===== src/lpcp_pkg.sv =====
// ----------------------------------------------------------------------------
// lpcp_pkg
// Shared codes and helpers for the length-prefixed container parser.
// ----------------------------------------------------------------------------
package lpcp_pkg;

	localparam int unsigned SecW = 4;
	localparam int unsigned StW  = 3;
	localparam int unsigned CfgIdxW = 2;
	localparam int unsigned CfgDataW = 32;

	localparam logic [SecW-1:0] SEC_HEADER  = 4'd0;
	localparam logic [SecW-1:0] SEC_FIRST   = 4'd1;
	localparam logic [SecW-1:0] SEC_NONCE   = 4'd3;
	localparam logic [SecW-1:0] SEC_TAG     = 4'd4;
	localparam logic [SecW-1:0] SEC_IGNORED = 4'd8;

	localparam logic [31:0] HDR_LAST_POS    = 32'd6;
	localparam logic [31:0] VERSION_POS     = 32'd4;
	localparam logic [31:0] PREFIX_LAST_POS = 32'd3;

	typedef enum logic [StW-1:0] {
		ST_BUSY        = 3'd0,
		ST_COMPLETE    = 3'd1,
		ST_BAD_HEADER  = 3'd2,
		ST_BAD_VERSION = 3'd3,
		ST_SHORT_LEN   = 3'd4,
		ST_SHORT_VAR   = 3'd5,
		ST_SHORT_FIXED = 3'd6
	} status_t;

	typedef enum logic [CfgIdxW-1:0] {
		REG_MAGIC   = 2'd0,
		REG_VERSION = 2'd1,
		REG_NONCE   = 2'd2,
		REG_TAG     = 2'd3
	} reg_idx_t;

	localparam logic [31:0] MAGIC_RST   = 32'h5051_4300;
	localparam logic [7:0]  VERSION_RST = 8'd1;
	localparam logic [7:0]  NONCE_RST   = 8'd12;
	localparam logic [7:0]  TAG_RST     = 8'd16;

	typedef struct packed {
		logic [SecW-1:0] sec;
		logic [31:0]     len;
		logic            pfx;
		logic            done;
	} entry_t;

	// Enter a section, skipping empty fixed fields; past the last means done.
	function automatic entry_t enter_sec(logic [SecW-1:0] sec, logic [7:0] nonce_len,
			logic [7:0] tag_len);
		entry_t e;
		logic [SecW-1:0] s;
		s = sec;
		if (s == SEC_NONCE && nonce_len == 8'd0) begin
			s = SEC_TAG;
		end
		if (s == SEC_TAG && tag_len == 8'd0) begin
			s = s + 4'd1;
		end
		e.done = 1'b0;
		e.sec  = s;
		e.len  = 32'd0;
		e.pfx  = 1'b1;
		if (s >= SEC_IGNORED) begin
			e.sec  = SEC_IGNORED;
			e.done = 1'b1;
		end else if (s == SEC_NONCE) begin
			e.len = {24'd0, nonce_len};
			e.pfx = 1'b0;
		end else if (s == SEC_TAG) begin
			e.len = {24'd0, tag_len};
			e.pfx = 1'b0;
		end
		return e;
	endfunction

endpackage


===== src/length_prefixed_container_parser.sv =====
// ----------------------------------------------------------------------------
// length_prefixed_container_parser
// Labels each byte of a container stream with its section and verdict.
// ----------------------------------------------------------------------------
// A result is valid in the cycle after its item is accepted (one result register).
// Throughput: 1 item per cycle while results are taken; the result register
// frees as it is taken, so input ready follows output ready combinationally.
// Reset: clears parse state and result valid, loads configuration defaults.
// Parse state also returns to its reset values after each end-of-data item.
module length_prefixed_container_parser
	import lpcp_pkg::*;
(
	input  logic                clk,
	input  logic                arst_n,
	input  logic                cfg_we,
	input  logic [CfgIdxW-1:0]  cfg_index,
	input  logic [CfgDataW-1:0] cfg_wdata,
	input  logic                in_valid,
	output logic                in_ready,
	input  logic [7:0]          in_byte,
	input  logic                end_of_data,
	output logic                out_valid,
	input  logic                out_ready,
	output logic [7:0]          out_byte,
	output logic [SecW-1:0]     section,
	output logic                is_contents,
	output logic                field_end,
	output logic [StW-1:0]      status
);

	logic [31:0]     magic_q;
	logic [7:0]      version_q;
	logic [7:0]      nonce_q;
	logic [7:0]      tag_q;

	logic [SecW-1:0] sec_q;
	logic [31:0]     pos_q;
	logic [31:0]     len_q;
	logic            pfx_q;
	logic            mm_q;
	logic            vm_q;
	status_t         fs_q;

	logic [SecW-1:0] sec_n;
	logic [31:0]     pos_n;
	logic [31:0]     len_n;
	logic            pfx_n;
	logic            mm_n;
	logic            vm_n;
	status_t         fs_n;
	logic            cont_n;
	logic            fend_n;
	logic [7:0]      want;
	logic [32:0]     pos_inc;
	entry_t          ent;

	logic            out_valid_q;
	logic [7:0]      out_byte_q;
	logic [SecW-1:0] section_q;
	logic            contents_q;
	logic            fend_q;
	status_t         status_q;

	logic            accept;

	assign in_ready = !out_valid_q || out_ready;
	assign accept   = in_valid && in_ready;

	always_ff @(posedge clk or negedge arst_n) begin
		if (!arst_n) begin
			magic_q   <= MAGIC_RST;
			version_q <= VERSION_RST;
			nonce_q   <= NONCE_RST;
			tag_q     <= TAG_RST;
		end else if (cfg_we) begin
			case (cfg_index)
				REG_MAGIC:   magic_q   <= cfg_wdata;
				REG_VERSION: version_q <= cfg_wdata[7:0];
				REG_NONCE:   nonce_q   <= cfg_wdata[7:0];
				REG_TAG:     tag_q     <= cfg_wdata[7:0];
				default: ;
			endcase
		end
	end

	always_comb begin
		sec_n   = sec_q;
		pos_n   = pos_q;
		len_n   = len_q;
		pfx_n   = pfx_q;
		mm_n    = mm_q;
		vm_n    = vm_q;
		fs_n    = fs_q;
		cont_n  = 1'b0;
		fend_n  = 1'b0;
		ent     = enter_sec(sec_q + 4'd1, nonce_q, tag_q);
		pos_inc = {1'b0, pos_q} + 33'd1;
		case (pos_q[1:0])
			2'd0:    want = magic_q[31:24];
			2'd1:    want = magic_q[23:16];
			2'd2:    want = magic_q[15:8];
			default: want = magic_q[7:0];
		endcase

		if (sec_q == SEC_HEADER) begin
			if (pos_q < VERSION_POS) begin
				if (in_byte != want) begin
					mm_n = 1'b1;
				end
			end else if (pos_q == VERSION_POS) begin
				if (in_byte != version_q) begin
					vm_n = 1'b1;
				end
			end
			pos_n = pos_inc[31:0];
			if (pos_q == HDR_LAST_POS) begin
				pos_n = 32'd0;
				if (mm_n) begin
					fs_n  = ST_BAD_HEADER;
					sec_n = SEC_IGNORED;
				end else if (vm_n) begin
					fs_n  = ST_BAD_VERSION;
					sec_n = SEC_IGNORED;
				end else begin
					sec_n = SEC_FIRST;
					len_n = 32'd0;
					pfx_n = 1'b1;
				end
			end
		end else if (sec_q >= SEC_IGNORED) begin
			sec_n = sec_q;
		end else if (pfx_q) begin
			len_n = {len_q[23:0], in_byte};
			pos_n = pos_inc[31:0];
			if (pos_q == PREFIX_LAST_POS) begin
				pos_n = 32'd0;
				if (len_n == 32'd0) begin
					sec_n = ent.sec;
					len_n = ent.len;
					pfx_n = ent.pfx;
					if (ent.done) begin
						fs_n = ST_COMPLETE;
					end
				end else begin
					pfx_n = 1'b0;
				end
			end
		end else begin
			cont_n = 1'b1;
			if (pos_inc >= {1'b0, len_q}) begin
				fend_n = 1'b1;
				pos_n  = 32'd0;
				sec_n  = ent.sec;
				len_n  = ent.len;
				pfx_n  = ent.pfx;
				if (ent.done) begin
					fs_n = ST_COMPLETE;
				end
			end else begin
				pos_n = pos_inc[31:0];
			end
		end

		if (end_of_data && fs_n == ST_BUSY) begin
			if (sec_n == SEC_HEADER) begin
				fs_n = ST_BAD_HEADER;
			end else if (sec_n == SEC_NONCE || sec_n == SEC_TAG) begin
				fs_n = ST_SHORT_FIXED;
			end else if (pfx_n) begin
				fs_n = ST_SHORT_LEN;
			end else begin
				fs_n = ST_SHORT_VAR;
			end
		end
	end

	always_ff @(posedge clk or negedge arst_n) begin
		if (!arst_n) begin
			sec_q <= SEC_HEADER;
			pos_q <= 32'd0;
			len_q <= 32'd0;
			pfx_q <= 1'b1;
			mm_q  <= 1'b0;
			vm_q  <= 1'b0;
			fs_q  <= ST_BUSY;
		end else if (accept) begin
			if (end_of_data) begin
				sec_q <= SEC_HEADER;
				pos_q <= 32'd0;
				len_q <= 32'd0;
				pfx_q <= 1'b1;
				mm_q  <= 1'b0;
				vm_q  <= 1'b0;
				fs_q  <= ST_BUSY;
			end else begin
				sec_q <= sec_n;
				pos_q <= pos_n;
				len_q <= len_n;
				pfx_q <= pfx_n;
				mm_q  <= mm_n;
				vm_q  <= vm_n;
				fs_q  <= fs_n;
			end
		end
	end

	always_ff @(posedge clk or negedge arst_n) begin
		if (!arst_n) begin
			out_valid_q <= 1'b0;
		end else if (accept) begin
			out_valid_q <= 1'b1;
		end else if (out_ready) begin
			out_valid_q <= 1'b0;
		end
	end

	always_ff @(posedge clk) begin
		if (accept) begin
			out_byte_q <= in_byte;
			section_q  <= sec_q;
			contents_q <= cont_n;
			fend_q     <= fend_n;
			status_q   <= fs_n;
		end
	end

	assign out_valid   = out_valid_q;
	assign out_byte    = out_byte_q;
	assign section     = section_q;
	assign is_contents = contents_q;
	assign field_end   = fend_q;
	assign status      = status_q;

`ifndef SYNTH
	a_accept_to_result: assert property (@(posedge clk) disable iff (!arst_n)
		accept |=> out_valid)
		else $error("accepted item produced no result");

	a_fend_contents: assert property (@(posedge clk) disable iff (!arst_n)
		out_valid && field_end |-> is_contents)
		else $error("field end outside field contents");

	a_ignored_verdict: assert property (@(posedge clk) disable iff (!arst_n)
		out_valid && section == SEC_IGNORED |-> status != ST_BUSY && !is_contents)
		else $error("ignored item without a verdict");

	a_prefix_pos: assert property (@(posedge clk) disable iff (!arst_n)
		sec_q != SEC_HEADER && sec_q != SEC_IGNORED && pfx_q |-> pos_q <= PREFIX_LAST_POS)
		else $error("length prefix position out of range");
`endif

endmodule


===== config.mk =====
export PLATFORM = sky130hd
export DESIGN_NAME = length_prefixed_container_parser
export DESIGN_NICKNAME = d
export VERILOG_FILES = /design/src/lpcp_pkg.sv /design/src/length_prefixed_container_parser.sv
export SDC_FILE = /design/constraint.sdc
export NUM_CORES = 1
export LEC_CHECK = 0
export ABC_CLOCK_PERIOD_IN_PS = 12200
export BUFFER_PORTS_ARGS = -buffer_cell sky130_fd_sc_hd__clkbuf_2
export CAP_MARGIN = 40
export CORE_MARGIN = 1.5
export CORE_UTILIZATION = 50
export DETAILED_ROUTE_END_ITERATION = 8
export PLACE_DENSITY = 0.79
export SLEW_MARGIN = 25
export SYNTH_ARGS = -nofsm -noshare
export SYNTH_HDL_FRONTEND = slang
export SYNTH_SLANG_ARGS = --single-unit

===== constraint.sdc =====
create_clock -name clk -period 12.2 [get_ports clk]
set_input_delay 1.22 -clock clk [delete_from_list [all_inputs] [get_ports clk]]
set_output_delay 1.22 -clock clk [all_outputs]
set_load 0.01 [all_outputs]

Word level (Yosys, flattened, before mapping)
Index checks and enable logic that the tools add are counted.
Operators by class
  reduce and logical (&&, ||, !) cells: 27
  muxes and demuxes: 75
  add/sub/neg operators: 3
  order comparisons: 4
  equal/unequal tests: 20
Operator list (count)
  2-to-1 mux 32 bit: 17
  equality test 32 x 3 -> 1 bit (second input constant): 2
  2-to-1 mux 4 bit: 13
  2-to-1 mux 3 bit: 13
  adder 32 x 1 -> 33 bit (second input constant): 1
  greater-or-equal comparator 33 x 32 -> 1 bit: 1
  equality test 32 x 2 -> 1 bit (second input constant): 1
  logical NOT 32 bit: 1
  less-than comparator 32 x 3 -> 1 bit (second input constant): 1
  2-to-1 mux 1 bit: 27
  2-to-1 mux 9 bit: 3
  one-hot mux 8 bit (3 select lines): 1
  logical NOT 8 bit: 2
  inequality test 8 bit: 2
  equality test 4 x 2 -> 1 bit (second input constant): 3
  equality test 4 x 3 -> 1 bit (second input constant): 3
  AND reduction 2 bit: 6
  inequality test 3 bit (second input constant): 3
  adder 4 x 1 -> 4 bit (second input constant): 2
  greater-or-equal comparator 4 bit (second input constant): 2
  logical NOT 4 bit: 2
  equality test 2 bit (second input constant): 3
  AND reduction 6 bit: 1
  equality test 2 x 1 -> 1 bit (second input constant): 2
  11 further kinds: 17
Storage, ports and cells
  bits in registers: 148
  output and inout port bits: 19
  logic and storage cells: 146

Logic depth before layout (Yosys ltp)
Gate-level depths: netlist of the first run.
  word-level depth: 21
  gate-level depth with buffers: 21
  depth with buffers taken out: 18

Worst setup path before layout of the first run
OpenSTA, ideal clock, no wires.
  path kind: reg-to-reg
  from: register pos_q[0]
  to: register status_q[1], in the netlist status[1] (data pin)
  buffers on the path: 0
  setup slack: 7.636 ns
  setup time: 0.275 ns
  stages on the path, launching flop included: 17
  required time: 11.925 ns
  data arrival time: 4.289 ns
  path through: dfrtp_1 > ha_1 > nand4_4 > or4_4 > or3_1 > xnor2_1 > ha_1 > a21oi_1 > o21ai_0 > a2111oi_0 > o2111ai_1 > o21ai_1 > nand2_1 > o311a_1 > and2_4 > a22oi_4 > o41ai_2
On the way
  cells in the longest elaborated chain, start to end: 14
  elaborated cells between the ends (all ways): 42
  those cells by class: 1 x add/sub; 2 x order compare; 8 x eq/ne; 26 x mux; 5 x reduce/logical
Ends and longest elaborated chain
  start: declaration: RTL line length_prefixed_container_parser.sv:37  | logic [31:0] pos_q;
  start signal: assignment: RTL line length_prefixed_container_parser.sv:197  | pos_q <= pos_n;
  parallel branches: the longest is 13 deep, another holds adder 32 x 1 -> 33 bit
  2-to-1 mux 3 bit *: RTL line length_prefixed_container_parser.sv:164  | if (end_of_data && fs_n == ST_BUSY) begin
  via fs_n[1]: RTL line length_prefixed_container_parser.sv:50  | status_t fs_n;
  end signal: assignment: RTL line length_prefixed_container_parser.sv:223  | status_q <= fs_n;
  end: declaration: RTL line length_prefixed_container_parser.sv:62  | status_t status_q;
Mark *: on every way through the listed nets, which the timed path passes. The select of a mux whose other input is x is not followed.
A chain may end at the register's enable or synchronous reset.

Worst setup path after layout of the first run
  from: register pos_q[0]
  to: register pos_q[10]
On the way
  cells in the longest elaborated chain, start to end: 7
  elaborated cells between the ends (all ways): 11
  those cells by class: 1 x add/sub; 1 x order compare; 2 x eq/ne; 7 x mux
Ends and longest elaborated chain
  adder 32 x 1 -> 33 bit: RTL line length_prefixed_container_parser.sv:97  | pos_inc = {1'b0, pos_q} + 33'd1;
  greater-or-equal comparator 33 x 32 -> 1 bit: RTL line length_prefixed_container_parser.sv:150  | if (pos_inc >= {1'b0, len_q}) begin
  2-to-1 mux 32 bit: RTL line length_prefixed_container_parser.sv:150
  2-to-1 mux 32 bit: RTL line length_prefixed_container_parser.sv:132  | end else if (pfx_q) begin
  2-to-1 mux 32 bit: RTL line length_prefixed_container_parser.sv:130  | end else if (sec_q >= SEC_IGNORED) begin
  2-to-1 mux 32 bit *: RTL line length_prefixed_container_parser.sv:105  | if (sec_q == SEC_HEADER) begin
  2-to-1 mux 32 bit *: RTL line length_prefixed_container_parser.sv:187  | if (end_of_data) begin
Every way passes the cells marked *; elsewhere a longest branch is shown, timed or not. The select of a mux whose other input is x is not followed.

==> impl_metrics.py, run 1 <==
metrics = {
    "sta": {
        "setup_viol": 0,
        "clock.fmax_mhz": 176.7,
        "clock_skew_ns": 0.01124,
        "maxSlewViolCount": 0,
        "post-route-period-util": 0.4640,
        "tns_ns": 0,
        "tightestPinTransition_ns": 0.7518,
        "finalHoldViolations": 0,
        "rsz0062_at_grt": "no",
        "period_needed_ns": 5.661,
        "slew_headroom": 0.4988,
    },
    "critical_path": {
        "arrival_ns": 5.96,
        "crit_type": "reg -> reg",
        "crit_path_start_kind": "flop",
        "r2r-end": "pos_q[10]$_DFFE_PN0P_",
        "worst_setup_path_end_kind": "flop",
        "worstRegToRegCells": 15,
        "r2r_start": "pos_q[0]$_DFFE_PN0P_",
        "path_max_fanout": 16,
        "worst_ep_required_time_ns": 12.50,
        "crit_end": "pos_q[10]$_DFFE_PN0P_",
        "reg2reg_setup_slack_ns": 6.54,
        "crit_start": "pos_q[0]$_DFFE_PN0P_",
    },
    "die": {
        "initial_core_util": 0.5094,
        "ios": 67,
        "chipWidth_um": 132.5,
        "die_area_sq_mm": 0.01756,
        "die_h_um": 132.5,
        "num_rows": 47,
        "core_sq_mm": 0.01647,
    },
    "synth": {
        "synthArstFlopShare": 0.8851,
        "synth_area_per_cell_sq_um": 9.653,
        "yosys_warnings": 0,
        "synth_edf_count": 17,
        "syn_nets": 957,
        "synth_seq_area_share": 0.4536,
        "synthCells": 869,
        "ys_seq_elements": 148,
        "synthFlopType": "dfrtp_1",
        "syn_area_sq_mm": 0.008388,
        "ys_types": 68,
    },
    "clock_tree": {
        "ctsHoldBuffers": 0,
        "root_buffer": "clkbuf_16",
        "ctsResizeCount": 0,
        "cts_max_path_buffers": 2,
        "post_cts_buffers": 0,
        "clk_latency_ns": 0.44,
        "path_clk_slew_ns": 0.07,
        "cts_tree": "yes",
        "htreeDepth": 4,
        "numCtsBuffers": 17,
        "clkSinkCount": 148,
    },
    "detailed_routing": {
        "vias_per_cell": 5.916,
        "wl_per_cell_um": 18.02,
        "drt-initial-drc-count": 567,
        "totalWireLength_mm": 20.87,
        "vias": 6851,
        "dr.pass1.iters": 5,
        "ant_nets": 0,
        "drcViolationCount": 0,
    },
    "global_routing": {
        "grt_start_max_net_pins": 68,
        "grt_overflow": 0,
        "grt_usage": 0.2446,
        "grt_pass1_vias": 6538,
        "grt_pass1_wl_mm": 33.78,
        "antenna_found_initial": 0,
    },
    "placement": {
        "port_buffers": 66,
        "globalplace.congestion": 0.9278,
        "place_area_sq_mm": 0.008974,
        "dp_hpwl_mm": 14.91,
        "dp_cells": 1124,
    },
    "layout": {
        "final_common_cell": "nand2_1",
        "finish.instance_area_sq_mm": 0.009627,
        "regArea_sq_mm": 0.003805,
        "drive_above_1_share": 0.2100,
        "fillers": 1390,
        "multi_input_area_sq_mm": 0.004293,
        "num_antenna_cells": 0,
        "final_cell_mix": "142 x nand2_1, 118 x dfrtp_1, 76 x o21ai_0",
        "fin_cells": 1158,
        "nets": 1013,
        "area_growth_pct": 14.77,
    },
    "run": {
        "drv_cap": 0,
    },
    "power_and_ir_drop": {
        "p_leak_nw": 4.154,
        "power_density_mw_per_mm2": 151.6,
        "vdd_drop_max_v": 0.0001093,
    },
    "outcome": {
        "status": "completed",
    },
    "worst_hold_path": {
        "hold_class": "reg -> reg",
    },
}
[power breakdown]
group          internal, mW  switching (mW)  total (mW)  leakage, nW
sequential            0.557          0.0441       0.601         1.85
combinational         0.140           0.190       0.330         2.02
clock                 0.278           0.251       0.529        0.292
total                 0.974           0.485        1.46         4.15
[synth_stat cells (7+ instances only)]
master | instances | area [sq um]
xor2_1 | 25 | 219.0
mux2i_1 | 9 | 90.09
nand2_1 | 142 | 533.0
dfstp_2 | 13 | 341.6
nor2_1 | 47 | 176.4
xnor2_1 | 22 | 192.7
nor3_1 | 10 | 50.05
a22o_1 | 11 | 96.34
nand3_1 | 21 | 105.1
dfrtp_1 | 118 | 2953
inv_1 | 47 | 176.4
a222oi_1 | 8 | 80.08
o21ai_0 | 77 | 385.4
a21oi_1 | 31 | 155.2
nor4_1 | 22 | 137.6
o31ai_1 | 7 | 52.55
edfxtp_1 | 17 | 510.5
ha_1 | 40 | 500.5
mux2_2 | 56 | 630.6
and3_1 | 8 | 50.05
clkbuf_1 | 32 | 120.1
nand4_1 | 16 | 100.1
[final cells by class]
| cell class | instances | share of cell area |
|---|---|---|
| Sequential cell | 148 | 0.3952 |
| Inverter | 48 | 0.01872 |
| Clock inverter | 15 | 0.01794 |
| Clock buffer | 17 | 0.04419 |
| Timing Repair Buffer | 76 | 0.04939 |
| Multi-Input combinational cell | 634 | 0.4459 |
| Tap cell | 220 | 0.02859 |
[sequential cells by signal (all words and copies together), names as in the netlist, 3 cells and up]
| register | cells |
|---|---|
| len_q | 32 |
| magic_q | 32 |
| pos_q | 32 |
| nonce_q | 8 |
| out_byte | 8 |
| tag_q | 8 |
| version_q | 8 |
| sec_q | 4 |
| section | 4 |
| fs_q | 3 |
| status | 3 |
[worst min path at each step]
| stage | slack (ns) | start | to | depth (start not counted) |
|---|---|---|---|---|
| 2_1_floorplan | 0.44 | fs_q[1]$_DFFE_PN0P_ | fs_q[1]$_DFFE_PN0P_ | 2 |
| 3_3_place_gp | 0.46 | len_q[24]$_DFFE_PN0P_ | len_q[24]$_DFFE_PN0P_ | 2 |
| 3_5_place_dp | 0.47 | fs_q[1]$_DFFE_PN0P_ | fs_q[1]$_DFFE_PN0P_ | 2 |
| 4_1_cts | 0.49 | len_q[25]$_DFFE_PN0P_ | len_q[25]$_DFFE_PN0P_ | 2 |
| 5_1_grt | 0.51 | len_q[24]$_DFFE_PN0P_ | len_q[24]$_DFFE_PN0P_ | 2 |
| 6_report | 0.48 | fs_q[1]$_DFFE_PN0P_ | fs_q[1]$_DFFE_PN0P_ | 2 |
[layer usage]
layer	vias to the layer above	GRT usage	part of all wire
li1	3216	-	-
met1	3311	0.3351	0.44
met3	57	0.04828	0.061
met4	0	0.1099	0.035
met2	267	0.3781	0.46
met5	-	0	0
[worst max-delay path, cell delays in order (launching register included)]
cell and delay (ns):
dfrtp_1 0.47, ha_1 0.40, nand4_4 0.20, or4_4 0.62
or3_1 0.39, xnor2_1 0.22, ha_1 0.30, a21oi_1 0.14
o21ai_0 0.12, a2111oi_0 0.47, o2111ai_1 0.18, o21ai_1 0.46
a31oi_2 0.25, a211o_1 0.51, or2_2 0.46, o41ai_1 0.33
[through the flow]
| stage | utilization | hold WS, ns | worst slack, ns | power, mW |
|---|---|---|---|---|
| final | 0.5847 | 0.4803 | 6.539 | 1.459 |
| after global routing | 0.5847 | 0.5061 | 6.370 | 1.519 |
| after CTS | 0.5813 | 0.4864 | 6.693 | 1.458 |
| after detailed placement | 0.5450 | 0.4698 | 6.720 | 0.9274 |
| after global placement | 0.5419 | 0.4626 | 6.816 | 0.9117 |
| after floorplan | - | 0.4447 | 7.636 | 0.8246 |
[kinds of logic after synthesis]
kind of cell | share of synthesized area
adders and majority gates | 0.05967
AOI/OAI and AO/OA | 0.1365
muxes | 0.08592
and+or+nand+nor | 0.1756
DFF | 0.4536
xor gates and xnor gates | 0.04907
buffers and inverters | 0.03968
Power figures use the tool's default switching activity.
==> run 2, diff against run 1 <==
ABC_CLOCK_PERIOD_IN_PS = 5700   (was 12200)
clock period = 5.7 ns   (was 12.2 ns; I/O delays follow)
==> run 2 against run 1 <==
Sequential power increased by 110%. Clock power increased by 120%. Hold slack got worse by 0.36 ns. Global-route usage increased by 0.55 points. Critical path type unchanged. Critical endpoint is now pos_q[23]$_DFFE_PN0P_. Largest power group unchanged.
==> impl_metrics.py, run 2 (synthesis results as in run 1) <==
metrics = {
    "global_routing": {
        "antenna_found_initial": 0,
        "met1_usage": 0.3431,
        "grt_pass1_wl_mm": 34.61,
        "top_usage_layer": "met2",
        "grt_usage": 0.2502,
        "use_met2": 0.3921,
        "grt_start_max_net_pins": 57,
        "grt_overflow": 0,
        "use_met3": 0.05709,
        "grt_pass1_vias": 6662,
    },
    "detailed_routing": {
        "drt-initial-drc-count": 555,
        "totalWireLength_mm": 21.16,
        "vias": 6877,
        "ant_nets": 0,
        "dr.pass1.iters": 5,
        "wl_per_cell_um": 18.28,
        "vias_per_cell": 5.944,
        "drcViolationCount": 0,
    },
    "layout": {
        "fin_util": 0.5811,
        "area_growth_pct": 14.07,
        "final_common_cell": "nand2_1",
        "multi_input_area_sq_mm": 0.004293,
        "final_cell_mix": "142 x nand2_1, 118 x dfrtp_1, 76 x o21ai_0",
        "fin_cells": 1157,
        "num_antenna_cells": 0,
        "drive_above_1_share": 0.2092,
        "regArea_sq_mm": 0.003805,
        "nets": 1012,
        "finish.instance_area_sq_mm": 0.009568,
        "reg_top3": "len_q (32), magic_q (32), pos_q (32)",
        "fillers": 1382,
    },
    "sta": {
        "rsz0062_at_grt": "no",
        "tightestPinTransition_ns": 0.8473,
        "post-route-period-util": 0.9331,
        "maxSlewViolCount": 0,
        "finalHoldViolations": 0,
        "clock_skew_ns": 0.009379,
        "slew_headroom": 0.4351,
        "period_needed_ns": 5.319,
        "setup_viol": 0,
        "tns_ns": 0,
        "clock.fmax_mhz": 188.0,
    },
    "power_and_ir_drop": {
        "combPwrFrac": 0.221,
        "vdd_drop_max_v": 0.0002517,
        "power_density_mw_per_mm2": 325.5,
        "power.switching_mw": 1.033,
        "p_leak_nw": 4.129,
        "swShare": 0.3316,
        "p_int_mw": 2.081,
        "seqPwrFrac": 0.414,
        "p_total_mw": 3.114,
        "p_clk_frac": 0.365,
    },
    "clock_tree": {
        "clkSinkCount": 148,
        "cts_tree": "yes",
        "htreeDepth": 4,
        "root_buffer": "clkbuf_16",
        "numCtsBuffers": 17,
        "path_clk_slew_ns": 0.07,
        "clk_latency_ns": 0.44,
        "ctsResizeCount": 0,
        "ctsHoldBuffers": 0,
        "cts_max_path_buffers": 2,
        "post_cts_buffers": 0,
    },
    "critical_path": {
        "worst_setup_path_end_kind": "flop",
        "r2r-end": "pos_q[23]$_DFFE_PN0P_",
        "worst_ep_required_time_ns": 6.05,
        "crit_type": "reg -> reg",
        "worstRegToRegCells": 17,
        "r2r_start": "pos_q[0]$_DFFE_PN0P_",
        "path_max_fanout": 32,
        "arrival_ns": 5.67,
        "reg2reg_setup_slack_ns": 0.38,
        "crit_path_start_kind": "flop",
    },
    "placement": {
        "globalplace.congestion": 0.9310,
        "dp_cells": 1124,
        "dp_hpwl_mm": 14.61,
        "port_buffers": 66,
        "place_area_sq_mm": 0.008959,
    },
    "die": {
        "num_rows": 47,
        "die_h_um": 132.5,
        "chipWidth_um": 132.5,
        "core_sq_mm": 0.01647,
        "initial_core_util": 0.5094,
        "die_area_sq_mm": 0.01756,
        "ios": 67,
    },
    "run": {
        "drv_cap": 0,
    },
    "outcome": {
        "status": "completed",
    },
    "worst_hold_path": {
        "hold_class": "in -> async",
    },
}
-- run 2: metal layers --
metal / vias to the layer above / part of all wire
li1: 3207 / -
met1: 3346 / 0.43
met2: 279 / 0.48
met3: 45 / 0.067
met4: 0 / 0.022
met5: - / 0
-- run 2: area by class of cell --
class / count / area share
timing repair buffer: 75 / 0.04355
clock inverter: 15 / 0.01805
sequential: 148 / 0.3977
multi-input combinational: 634 / 0.4487
tap: 220 / 0.02877
clock buffer: 17 / 0.04446
inverter: 48 / 0.01883
-- run 2: worst max-delay path: stages (launching register included) --
cell and delay (ns):
dfrtp_1 0.48, ha_1 0.41, nand4_4 0.20, or4_4 0.62, or3_1 0.38, xnor2_1 0.20, ha_1 0.29, a21oi_1 0.13
o21ai_0 0.14, a2111oi_0 0.42, o2111ai_1 0.16, o21ai_1 0.40, a31oi_2 0.24, a211o_1 0.33, buf_4 0.25, nor2_1 0.28
nand2_1 0.12, o21ai_0 0.19
-- run 2: power by group through the flow --
stage / clock network, mW / registers, mW / logic [mW]
floorplan: 0 / 1.27 / 0.496
global placement: 0 / 1.30 / 0.653
detailed placement: 0 / 1.30 / 0.674
CTS: 1.16 / 1.29 / 0.684
global route: 1.20 / 1.30 / 0.746
finish: 1.14 / 1.29 / 0.688
-- run 2: per-stage QoR --
stage	hold WS [ns]	setup slack [ns]
floorplan	0.2744	1.136
global placement	0.4626	0.6985
detailed placement	0.4699	0.4940
CTS	0.1215	0.4191
global route	0.1533	0.07822
finish	0.1160	0.3814
-- run 2: worst max-delay path by stage --
stage / end / from / cells past startpoint
after floorplan: status[1]$_DFFE_PP_ / pos_q[0]$_DFFE_PN0P_ / 16
after global placement: status[0]$_DFFE_PP_ / pos_q[0]$_DFFE_PN0P_ / 16
after detailed placement: status[2]$_DFFE_PP_ / pos_q[0]$_DFFE_PN0P_ / 16
after CTS: pos_q[23]$_DFFE_PN0P_ / pos_q[0]$_DFFE_PN0P_ / 17
after global routing: pos_q[23]$_DFFE_PN0P_ / pos_q[0]$_DFFE_PN0P_ / 17
final: pos_q[23]$_DFFE_PN0P_ / pos_q[0]$_DFFE_PN0P_ / 17
